$ cat src/hw/rtl/mdsc_pkg.sv
package mdsc_pkg;

  localparam int COUNT_WIDTH_DEFAULT = 8;

  localparam logic [7:0] CHAR_NUL    = 8'h00;
  localparam logic [7:0] CHAR_LPAREN = "(";
  localparam logic [7:0] CHAR_RPAREN = ")";
  localparam logic [7:0] CHAR_SEMI   = ";";
  localparam logic [7:0] CHAR_ARRAY  = "[";
  localparam logic [7:0] CHAR_OBJECT = "L";
  localparam logic [7:0] CHAR_LONG   = "J";
  localparam logic [7:0] CHAR_DOUBLE = "D";
  localparam logic [7:0] CHAR_BYTE   = "B";
  localparam logic [7:0] CHAR_CHAR   = "C";
  localparam logic [7:0] CHAR_FLOAT  = "F";
  localparam logic [7:0] CHAR_INT    = "I";
  localparam logic [7:0] CHAR_SHORT  = "S";
  localparam logic [7:0] CHAR_BOOL   = "Z";

  typedef enum logic [3:0] {
    MODE_IDLE   = 4'b0001,
    MODE_ARGS   = 4'b0010,
    MODE_OBJECT = 4'b0100,
    MODE_ARRAY  = 4'b1000
  } mode_t;

  function automatic logic is_single_slot(input logic [7:0] c);
    return (c == CHAR_BYTE) || (c == CHAR_CHAR) || (c == CHAR_FLOAT) ||
           (c == CHAR_INT) || (c == CHAR_SHORT) || (c == CHAR_BOOL);
  endfunction

  function automatic logic is_double_slot(input logic [7:0] c);
    return (c == CHAR_LONG) || (c == CHAR_DOUBLE);
  endfunction

endpackage

$ cat src/hw/rtl/mdsc_char_if.sv
interface mdsc_char_if;
  logic       valid;
  logic       ready;
  logic [7:0] char_code;
  logic       start_req;

  modport source (output valid, output char_code, output start_req, input ready);
  modport sink (input valid, input char_code, input start_req, output ready);
endinterface

$ cat src/hw/rtl/mdsc_result_if.sv
interface mdsc_result_if
  import mdsc_pkg::*;
#(
  parameter int COUNT_WIDTH = COUNT_WIDTH_DEFAULT
);
  logic                   valid;
  logic                   ready;
  logic [COUNT_WIDTH-1:0] slot_count;
  logic                   malformed;

  modport source (output valid, output slot_count, output malformed, input ready);
  modport sink (input valid, input slot_count, input malformed, output ready);
endinterface

$ cat src/hw/rtl/method_descriptor_slot_counter.sv
// Method descriptor slot counter.
// The chars channel carries one descriptor character per item, with start_req
// set on the first character of each descriptor. The results channel carries
// one item per descriptor: the number of argument slots, saturating at
// 2^COUNT_WIDTH - 1, or malformed with a zero count.
// A result is given when ')' or NUL ends the argument list, or at the first
// bad character. Characters after it are dropped until the next start.
// Each character is decoded in the cycle it is accepted; its result, if any,
// is presented in the next cycle from the output register.
// One character is taken per cycle while chars.ready is high. A new character
// is accepted while a result waits, as long as the output register is empty
// or is being taken in the same cycle.
// When the receiver stalls, the result holds and chars.ready drops only if
// the waiting result has not been taken.
// Synchronous reset returns the parser to idle, clears the count and empties
// the output register.
module method_descriptor_slot_counter
  import mdsc_pkg::*;
#(
  parameter int COUNT_WIDTH = COUNT_WIDTH_DEFAULT
) (
  input logic            clk,
  input logic            rst,
  mdsc_char_if.sink      chars,
  mdsc_result_if.source  results
);

  localparam logic [COUNT_WIDTH-1:0] COUNT_MAX = '1;

  mode_t                  mode;
  mode_t                  mode_next;
  logic [COUNT_WIDTH-1:0] slot_total;
  logic [COUNT_WIDTH-1:0] slot_total_next;
  logic                   res_valid;
  logic [COUNT_WIDTH-1:0] res_count;
  logic                   res_bad;

  logic                   accept;
  logic                   emit;
  logic                   emit_bad;
  logic [1:0]             add_n;
  logic [COUNT_WIDTH:0]   sum;
  logic [COUNT_WIDTH-1:0] sat_total;

  assign chars.ready = !res_valid || results.ready;
  assign accept      = chars.valid && chars.ready;

  assign sum       = {1'b0, slot_total} + {{(COUNT_WIDTH-1){1'b0}}, add_n};
  assign sat_total = sum[COUNT_WIDTH] ? COUNT_MAX : sum[COUNT_WIDTH-1:0];

  always_comb begin
    mode_next       = mode;
    slot_total_next = slot_total;
    emit            = 1'b0;
    emit_bad        = 1'b0;
    add_n           = 2'd0;
    if (chars.start_req) begin
      slot_total_next = '0;
      if (chars.char_code == CHAR_LPAREN) begin
        mode_next = MODE_ARGS;
      end else begin
        emit      = 1'b1;
        emit_bad  = 1'b1;
        mode_next = MODE_IDLE;
      end
    end else begin
      unique case (mode)
        MODE_ARGS: begin
          if (chars.char_code == CHAR_NUL || chars.char_code == CHAR_RPAREN) begin
            emit      = 1'b1;
            mode_next = MODE_IDLE;
          end else if (is_single_slot(chars.char_code)) begin
            add_n = 2'd1;
          end else if (is_double_slot(chars.char_code)) begin
            add_n = 2'd2;
          end else if (chars.char_code == CHAR_OBJECT) begin
            add_n     = 2'd1;
            mode_next = MODE_OBJECT;
          end else if (chars.char_code == CHAR_ARRAY) begin
            add_n     = 2'd1;
            mode_next = MODE_ARRAY;
          end else begin
            emit      = 1'b1;
            emit_bad  = 1'b1;
            mode_next = MODE_IDLE;
          end
          slot_total_next = sat_total;
        end
        MODE_OBJECT: begin
          if (chars.char_code == CHAR_NUL) begin
            emit      = 1'b1;
            mode_next = MODE_IDLE;
          end else if (chars.char_code == CHAR_SEMI) begin
            mode_next = MODE_ARGS;
          end
        end
        MODE_ARRAY: begin
          if (chars.char_code == CHAR_NUL) begin
            emit      = 1'b1;
            mode_next = MODE_IDLE;
          end else if (chars.char_code == CHAR_OBJECT) begin
            mode_next = MODE_OBJECT;
          end else if (is_single_slot(chars.char_code) ||
                       is_double_slot(chars.char_code)) begin
            mode_next = MODE_ARGS;
          end else if (chars.char_code != CHAR_ARRAY) begin
            emit      = 1'b1;
            emit_bad  = 1'b1;
            mode_next = MODE_IDLE;
          end
        end
        default: begin
          mode_next = MODE_IDLE;
        end
      endcase
    end
  end

  always_ff @(posedge clk) begin
    if (rst) begin
      mode       <= MODE_IDLE;
      slot_total <= '0;
      res_valid  <= 1'b0;
    end else begin
      if (accept) begin
        mode       <= mode_next;
        slot_total <= slot_total_next;
      end
      if (accept && emit) begin
        res_valid <= 1'b1;
      end else if (results.ready) begin
        res_valid <= 1'b0;
      end
    end
  end

  always_ff @(posedge clk) begin
    if (accept && emit) begin
      res_count <= emit_bad ? '0 : slot_total_next;
      res_bad   <= emit_bad;
    end
  end

  assign results.valid      = res_valid;
  assign results.slot_count = res_count;
  assign results.malformed  = res_bad;

  a_bad_zero: assert property (@(posedge clk) disable iff (rst)
    results.valid && results.malformed |-> results.slot_count == '0)
    else $error("malformed result with nonzero slot count");

  a_emit_idle: assert property (@(posedge clk) disable iff (rst)
    accept && emit |=> mode == MODE_IDLE && res_valid)
    else $error("parser not idle after giving a result");

  a_count_grows: assert property (@(posedge clk) disable iff (rst)
    accept && !chars.start_req |=> slot_total >= $past(slot_total))
    else $error("slot count decreased within a descriptor");

  a_idle_silent: assert property (@(posedge clk) disable iff (rst)
    accept && mode == MODE_IDLE && !chars.start_req |-> !emit)
    else $error("result given for a character while idle");

endmodule
$ cat src/flat_wrapper.sv
// flat-port wrapper written by rule: the top's interface ports become plain ports
module method_descriptor_slot_counter_flat import mdsc_pkg::*;
#(
  parameter int COUNT_WIDTH = COUNT_WIDTH_DEFAULT
)
  (clk, rst, chars_valid, chars_char_code, chars_start_req, chars_ready, results_valid, results_slot_count, results_malformed, results_ready);
  mdsc_char_if chars_i ();
  mdsc_result_if #(.COUNT_WIDTH(COUNT_WIDTH)) results_i ();
  input logic clk;
  input logic rst;
  input wire logic [$bits(chars_i.valid)-1:0] chars_valid;
  input wire logic [$bits(chars_i.char_code)-1:0] chars_char_code;
  input wire logic [$bits(chars_i.start_req)-1:0] chars_start_req;
  output wire logic [$bits(chars_i.ready)-1:0] chars_ready;
  output wire logic [$bits(results_i.valid)-1:0] results_valid;
  output wire logic [$bits(results_i.slot_count)-1:0] results_slot_count;
  output wire logic [$bits(results_i.malformed)-1:0] results_malformed;
  input wire logic [$bits(results_i.ready)-1:0] results_ready;
  assign chars_i.valid = chars_valid;
  assign chars_i.char_code = chars_char_code;
  assign chars_i.start_req = chars_start_req;
  assign chars_ready = chars_i.ready;
  assign results_valid = results_i.valid;
  assign results_slot_count = results_i.slot_count;
  assign results_malformed = results_i.malformed;
  assign results_i.ready = results_ready;
  method_descriptor_slot_counter #(.COUNT_WIDTH(COUNT_WIDTH)) u_core (.clk(clk), .rst(rst), .chars(chars_i), .results(results_i));
endmodule
$ cat config.mk
export PLATFORM = sky130hd
export DESIGN_NAME = method_descriptor_slot_counter_flat
export DESIGN_NICKNAME = d
export VERILOG_FILES = /design/src/hw/rtl/mdsc_pkg.sv /design/src/hw/rtl/mdsc_char_if.sv /design/src/hw/rtl/mdsc_result_if.sv /design/src/hw/rtl/method_descriptor_slot_counter.sv /design/src/flat_wrapper.sv
export SDC_FILE = /design/constraint.sdc
export NUM_CORES = 1
export LEC_CHECK = 0
export BUFFER_PORTS_ARGS = -buffer_cell sky130_fd_sc_hd__buf_2
export CAP_MARGIN = 20
export CORE_UTILIZATION = 60
export CTS_CLUSTER_DIAMETER = 100
export CTS_CLUSTER_SIZE = 14
export DETAILED_ROUTE_END_ITERATION = 10
export GPL_TIMING_DRIVEN = 0
export HOLD_SLACK_MARGIN = 0.15
export MAX_ROUTING_LAYER = met4
export PLACE_DENSITY = 0.88
export SKIP_LAST_GASP = 1
export SYNTH_ARGS = -nofsm -noshare
export SYNTH_HDL_FRONTEND = slang
export SYNTH_SLANG_ARGS = --single-unit
export TNS_END_PERCENT = 30
$ cat constraint.sdc
create_clock -name clk -period 7.3 [get_ports clk]
set_input_delay 1.095 -clock clk [delete_from_list [all_inputs] [get_ports clk]]
set_output_delay 1.095 -clock clk [all_outputs]
set_load 0.005 [all_outputs]
==> results of run 1 <==
## flip-flops by register name, summed over array words and instances, names as in the netlist
| name | count |
|---|---|
| u_core.mode | 4 |
| u_core.results.malformed | 1 |
| u_core.slot_total | 8 |
| u_core.results.slot_count | 8 |
| u_core.results.valid | 1 |
## layer usage
metal | vias up | wire [µm] | global-route usage [%]
li1 | 775 | - | -
met1 | 730 | 1688 | 35.05
met2 | 59 | 1863 | 50.41
met3 | 10 | 162 | 3.955
met4 | 0 | 102 | 14.91
met5 | - | 0 | -
## worst reg2reg max path: stages, from the launching register on
cell and delay (ns):
dfxtp_1 0.39, nor2_1 0.13, and3_1 0.17, buf_2 0.19, o311a_1 0.23, and2_1 0.16
ha_1 0.17, inv_1 0.06, fa_1 0.43, nor2_4 0.22, nand3_2 0.14, buf_2 0.21
a21oi_1 0.15, nor2_1 0.06, nor3_1 0.18
## layout by cell type, fill, tap and decap left out, types with 3 or more instances in the layout
cell type / netlist / final
nor3_1: 8 / 8
nand3_1: 7 / 7
buf_2: 6 / 28
edfxtp_1: 9 / 9
o22ai_1: 3 / 3
xor2_1: 3 / 3
o21ai_1: 3 / 3
clkbuf_4: 0 / 3
xnor2_1: 3 / 3
nand2b_1: 4 / 4
clkbuf_1: 4 / 4
nor2_1: 16 / 16
inv_1: 9 / 9
a21oi_1: 26 / 26
nor2b_1: 3 / 3
and2_1: 3 / 3
or4b_1: 3 / 3
nor3b_1: 3 / 3
o21ai_0: 8 / 8
a31oi_1: 4 / 4
dfxtp_1: 13 / 13
and3_1: 5 / 5
nand2_1: 14 / 14
## metrics by stage
| stage | hold WS (ns) | area, µm² |
|---|---|---|
| floorplan | 0.4790 | 1613 |
| global placement | 0.5037 | 1760 |
| detailed placement | 0.5239 | 1760 |
| CTS | 0.5405 | 1797 |
| global route | 0.5741 | 1797 |
| finish | 0.5469 | 1797 |
## logic make-up after synthesis
logic type	share of synthesized area (%)
AOI/OAI and AO/OA	23.27
buffers and inverters	6.749
adders and majority gates	2.793
DFF	32.89
and+or+nand+nor	29.09
muxes	1.939
xor gates and xnor gates	3.259
## report_power, final
group,switching (mW),internal [mW],total [mW],leakage [nW]
Clock,0.0399,0.0305,0.0705,0.0210
Combinational,0.0246,0.0159,0.0405,0.469
Sequential,0.00126,0.131,0.132,0.188
Total,0.0658,0.178,0.243,0.679
## worst max-delay path by stage
stage                       start                            to  slack, ns  depth (start not counted)
6_report       chars_char_code[5]          u_core.slot_total[0]       3.55                         14
5_1_grt        chars_char_code[5]          u_core.slot_total[0]       3.40                         14
4_1_cts        chars_char_code[5]          u_core.slot_total[0]       3.59                         14
3_5_place_dp   chars_char_code[5]          u_core.slot_total[0]       3.25                         14
3_3_place_gp   chars_char_code[5]          u_core.slot_total[0]       3.32                         14
2_1_floorplan  chars_char_code[5]  u_core.results.slot_count[4]       3.74                         11
## final cells by class
type / instances / area share [%]
Multi-Input combinational cell: 154 / 54.18
Sequential cell: 22 / 29.53
Timing Repair Buffer: 22 / 6.128
Buffer: 13 / 4.178
Tap cell: 30 / 2.089
Clock buffer: 4 / 2.020
Inverter: 9 / 1.880
==> results by group, run 1 <==
Route
  – Starting DRC count in detailed routing: between 50 and 60
  – DR pass1 iterations: 6
  – Wire per inst: 15.02 µm
  – Vias after detailed routing: approximately 1600
  – Via density: about 6.2
  – WL final: around 3.8 mm
  – DRC viols: 0
  – Post-route antenna net violation count: 0

Worst setup path
  – Slowest stage cell, crit path: or3b_2
  – Crit-path cells: buf_2 -> or3b_2 -> nor2_1 -> o311a_1 -> and2_1 -> ha_1 -> inv_1 -> fa_1 -> nor2_4 -> nand3_2 -> buf_2 -> a21oi_1 -> nor2_1 -> nor3_1
  – Startpoint Class: input pin
  – Worst Path Arrival: 4.00 ns
  – FF-to-FF path depth: 14
  – Setup slack, reg-to-reg: 4.35 ns
  – Crit. End Element: flop
  – CP max FO: 10
  – Worst path top cell family by delay: simple AND/OR/NAND/NOR gates
  – FF-to-FF Start: u_core.mode[2]
  – Slowest stage delay, CP: 0.53 ns
  – CP Buf/Inv Count: 3
  – Crit Reg-Reg Endpoint: u_core.slot_total[0]
  – Crit path kind: input pin to flop
  – Critical Path RT: between 7 and 8 ns

STA
  – Final hold violations: 0
  – Fmax: between 200 and 300 MHz
  – Worst-Margin Slew: about 0.67 ns
  – RSZ-0062 raised after global routing: no
  – Final setup TNS: 0 ns
  – Final Slew Violations: 0
  – Final setup viols: 0
  – Worst setup margin: about 3.5 ns
  – Fin crit share: about half
  – Rel. slew slack: 54.86%
  – Tmin final: ~3.8 ns
  – Clock Skew: 0.002174 ns

Clock network
  – H-tree depth: 1
  – TritonCTS clock tree: yes
  – TritonCTS buffer count: 3
  – Sink Count: 22
  – Clock latency on the worst-skew pair: 0.32 ns
  – Max Root-Sink Buffers: 2
  – CTS resizes: 0
  – CTS Hold Buffers Added: 0
  – Post-CTS setup buffer count: 0
  – Clock Tree Root: clkbuf_4
  – Clock slew at reported path FFs: about 0.13 ns

Final layout
  – Register area: between 500 and 600 µm²
  – Antenna diodes: 0
  – Final Net Count: ~240
  – Non-filler cells, final: 254
  – Filler Cell Count: about 190
  – Share of layout cells above drive strength 1: 19.64%
  – Util after Layout: a little under three quarters
  – Layout area overhead: 11.40%
  – Multi-input gate area: slightly below 1000 µm²

Logic synthesis
  – Syn Area/Cell: roughly 8.1 µm²
  – Top cell type's share of synthesized area: about 17%
  – Post-synth EDFFs: 9
  – Yosys warns: 0
  – Top-count cell post-synth: a21oi_1
  – Library cells used by synthesis: 56
  – Sequential area share after synthesis: 32.89%
  – Synth Cell Area: between 1500 and 2000 µm²
  – Cell taking the most area after synthesis: edfxtp_1
  – Top FF cell, synth: dfxtp_1
  – Synth top area cells: edfxtp_1 (17%), dfxtp_1 (16%), a21oi_1 (8.1%)
  – Syn_nets: 214
  – Asr flop ratio synth: 0%
  – Seq cells post-synth: 22
  – Synthesized instance count: a little under 200
  – Synth cell count leaders: a21oi_1 (26), nor2_1 (16), nand2_1 (14)

Die
  – Vert. Die Dim: roughly 54 µm
  – Placeable Area: approximately 2500 µm²
  – # rows: 18
  – Initial Util: between 60% and 70%
  – Die ar.: approximately 2900 µm²
  – Die width: 53.85 µm
  – # IOs: 24

Global routing
  – Vias in the first global route: about 1400
  – All-Layer GR Usage: a little under a third
  – Pin count of the biggest net entering global routing: 13
  – First-pass GRT wire length: 6.092 mm
  – Initial antenna violation count: 0
  – Total gr overflow: 0

Worst hold path
  – Hold Crit Class: flop to flop
  – Hold path start: u_core.slot_total[7]
  – Hold Crit Depth: 2
  – WHS Endpoint: u_core.slot_total[7]

Placed design
  – GP Congestion: approximately 0.95
  – Dpl cells: 250
  – Buffers on Ports: 22
  – DP Wirelength: 2.930 mm
  – Post-Place Worst Slack: around 3.3 ns

Power and ir drop
  – Peak supply drop: between 0.0001 and 0.00015 V
  – Power per Cell Area: around 140 nW/µm²
  – Total Power: about 0.24 mW
  – Static Leak: 0.6787 nW

Job
  – Max cap viols: 0

Status
  – Outcome: completed
Note: power is estimated with default switching activity, not from simulation.
==> run 2: changes to the inputs <==
--- a/config.mk
+++ b/config.mk
@@ -7,14 +7,14 @@
 export LEC_CHECK = 0
 export BUFFER_PORTS_ARGS = -buffer_cell sky130_fd_sc_hd__buf_2
 export CAP_MARGIN = 20
-export CORE_UTILIZATION = 60
+export CORE_UTILIZATION = 51
 export CTS_CLUSTER_DIAMETER = 100
 export CTS_CLUSTER_SIZE = 14
 export DETAILED_ROUTE_END_ITERATION = 10
 export GPL_TIMING_DRIVEN = 0
 export HOLD_SLACK_MARGIN = 0.15
 export MAX_ROUTING_LAYER = met4
-export PLACE_DENSITY = 0.88
+export PLACE_DENSITY = 0.8
 export SKIP_LAST_GASP = 1
 export SYNTH_ARGS = -nofsm -noshare
 export SYNTH_HDL_FRONTEND = slang
==> constraint.sdc (replaced) <==
create_clock -name clk -period 3.3 [get_ports clk]
set_input_delay 0.495 -clock clk [delete_from_list [all_inputs] [get_ports clk]]
set_output_delay 0.495 -clock clk [all_outputs]
set_load 0.005 [all_outputs]
==> run 2 against run 1 <==
Against the previous run: worst hold slack got worse by 0.15 ns; critical path depth unchanged; clock power increased to 2.9 times the previous value; sequential share of layout area decreased by 0.55 points; combinational power increased by 120%; core utilization decreased by 11 points; register-to-register slack got worse by 4.0 ns; final area increased by 1.9%; critical path type unchanged; highest routed layer unchanged.
==> results by group, run 2 (synthesized netlist as in run 1, its figures left out) <==
Status
  – Outcome: completed

Final layout
  – Register area: 530.5 µm² (unchanged)
  – Multi-input gate area: 973.4 µm² (unchanged)
  – Share of layout cells above drive strength 1: 19.64% (unchanged)
  – Post-route cell area: 1831 µm² (+1.9%)
  – Most frequent cells in the layout: buf_2 (28), a21oi_1 (26), nor2_1 (16), nand2_1 (14), dfxtp_1 (13)
  – Antenna diodes: 0 (unchanged)
  – Non-filler cells, final: 268 (+5.5%)
  – Filler Cell Count: 288 (+53%)
  – Final Net Count: 241 (unchanged)
  – Most common cell after layout, fill and taps aside: buf_2
  – Layout area overhead: 13.50%

Clock network
  – Clock slew at reported path FFs: 0.12 ns (about the same)
  – Clock latency on the worst-skew pair: 0.31 ns (about the same)
  – Post-CTS setup buffer count: 0 (unchanged)
  – TritonCTS buffer count: 3 (unchanged)
  – Clock Tree Root: clkbuf_4
  – CTS resizes: 0 (unchanged)
  – TritonCTS clock tree: yes
  – H-tree depth: 1 (unchanged)
  – CTS Hold Buffers Added: 0 (unchanged)
  – Max Root-Sink Buffers: 2 (unchanged)
  – Sink Count: 22 (unchanged)

STA
  – Rel. slew slack: 52.08% (-2.8 points)
  – Final Slew Violations: 0 (unchanged)
  – Clock Skew: 0.003007 ns (+0.0008332 ns)
  – Fmax: 320.4 MHz
  – Tmin final: about 3.1 ns
  – Final hold violations: 0 (unchanged)
  – Fin crit share: between 90% and 100%
  – Worst-Margin Slew: 0.7122 ns (+0.03958 ns)
  – Final setup viols: 0 (unchanged)
  – RSZ-0062 raised after global routing: no
  – Final setup TNS: 0 ns (unchanged)

Worst setup path
  – Worst Path Arrival: 3.37 ns (-0.63 ns)
  – Crit path kind: input pin to flop
  – Worst path top cell family by delay: simple AND/OR/NAND/NOR gates
  – CP Buf/Inv Count: 3 (unchanged)
  – Slowest stage cell, crit path: or3b_2
  – Crit-path cells: buf_2 -> or3b_2 -> nor2_1 -> o311a_1 -> and2_1 -> ha_1 -> inv_1 -> fa_1 -> nor2_4 -> nand3_2 -> buf_2 -> a21oi_1 -> nor2_1 -> nor3_1
  – Slowest stage delay, CP: 0.53 ns (about the same)
  – Critical Path RT: 3.55 ns (-4.00 ns)
  – Crit. End Element: flop
  – CP max FO: 10 (unchanged)
  – Startpoint Class: input pin

Global routing
  – Total gr overflow: 0 (unchanged)
  – Met2 Use GR: 38.26% (-12 points)
  – Initial antenna violation count: 0 (unchanged)
  – GR peak layer: met2
  – Met3 Use GR: 5.357% (+1.4 points)
  – Vias in the first global route: 1383 (-0.72%)
  – Met1 usage: 32.17% (-2.9 points)
  – First-pass GRT wire length: 6.120 mm (+0.46%)
  – Pin count of the biggest net entering global routing: 14 (+1)
  – All-Layer GR Usage: 24.17% (-6.0 points)

Route
  – Post-route antenna net violation count: 0 (unchanged)
  – Wire per inst: 13.57 µm (-9.7%)
  – DR pass1 iterations: 4 (-2)
  – Vias after detailed routing: 1575 (+0.064%)
  – DRC viols: 0 (unchanged)
  – Starting DRC count in detailed routing: 74 (+42%)
  – WL final: 3.636 mm (-4.7%)
  – Via density: 5.877 (-5.2%)

Placed design
  – DP Wirelength: 2.706 mm (-7.7%)
  – Buffers on Ports: 22 (unchanged)
  – GP Congestion: 0.8780 (-7.1%)
  – Dpl cells: 264 (+5.6%)
  – Placed inst area: 1778 µm² (+1.0%)

Die
  – # rows: 20 (+2)
  – # IOs: 24 (unchanged)
  – Placeable Area: 3028 µm² (+21%)
  – Vert. Die Dim: 58.24 µm (+8.2%)
  – Initial Util: 53.26% (-11 points)
  – Die ar.: 3391 µm² (+17%)
  – Die width: 58.24 µm (+8.2%)

Worst hold path
  – Hold Crit Class: input pin to flop

Power and ir drop
  – Power per Cell Area: 320.4 nW/µm² (+140%)
  – Peak supply drop: 0.0004528 V (+280%)
  – Static Leak: 0.6857 nW (+1.0%)
  – Total Power: 0.5864 mW (+140%)

Job
  – Max cap viols: 0 (unchanged)
## run 2: routing by layer
layer | part of all wire, % | up-vias | wire length, µm
met3 | 4.6 | 6 | 168
met1 | 48 | 747 | 1730
li1 | - | 774 | -
met5 | 0 | - | 0
met4 | 0.80 | 0 | 29
met2 | 47 | 48 | 1708
## run 2: final timing paths
check	start	endpoint	slack (ns)	cells after the start
worst max-delay path	chars_char_code[5]	u_core.slot_total[0]	0.18	14
worst min-delay path	rst	u_core.slot_total[0]	0.39	2
worst max register to register	u_core.mode[2]	u_core.slot_total[0]	0.39	14
worst min register to register	u_core.slot_total[7]	u_core.slot_total[7]	0.54	2
## run 2: final cells by class
type | instances | area share, %
Clock buffer | 3 | 1.230
Clock inverter | 1 | 1.640
Multi-Input combinational cell | 154 | 53.18
Timing Repair Buffer | 22 | 6.015
Buffer | 13 | 4.101
Sequential cell | 22 | 28.98
Tap cell | 44 | 3.008
Inverter | 9 | 1.846
## run 2: stage by stage
| step | hold slack (ns) | setup slack (ns) | utilization (%) |
|---|---|---|---|
| final | 0.3920 | 0.1784 | 60.45 |
| after global routing | 0.3798 | 0.02829 | 60.45 |
| after CTS | 0.3880 | 0.2072 | 60.45 |
| after detailed placement | 0.5182 | -0.1048 | 58.72 |
| after global placement | 0.5074 | -0.08726 | 58.72 |
| after floorplan | 0.4790 | 0.3352 | - |
## run 2: report_power, final
part	switching [mW]	internal [mW]
Combinational	0.0536	0.0352
Sequential	0.00261	0.290
Clock	0.0822	0.123
Total	0.138	0.448
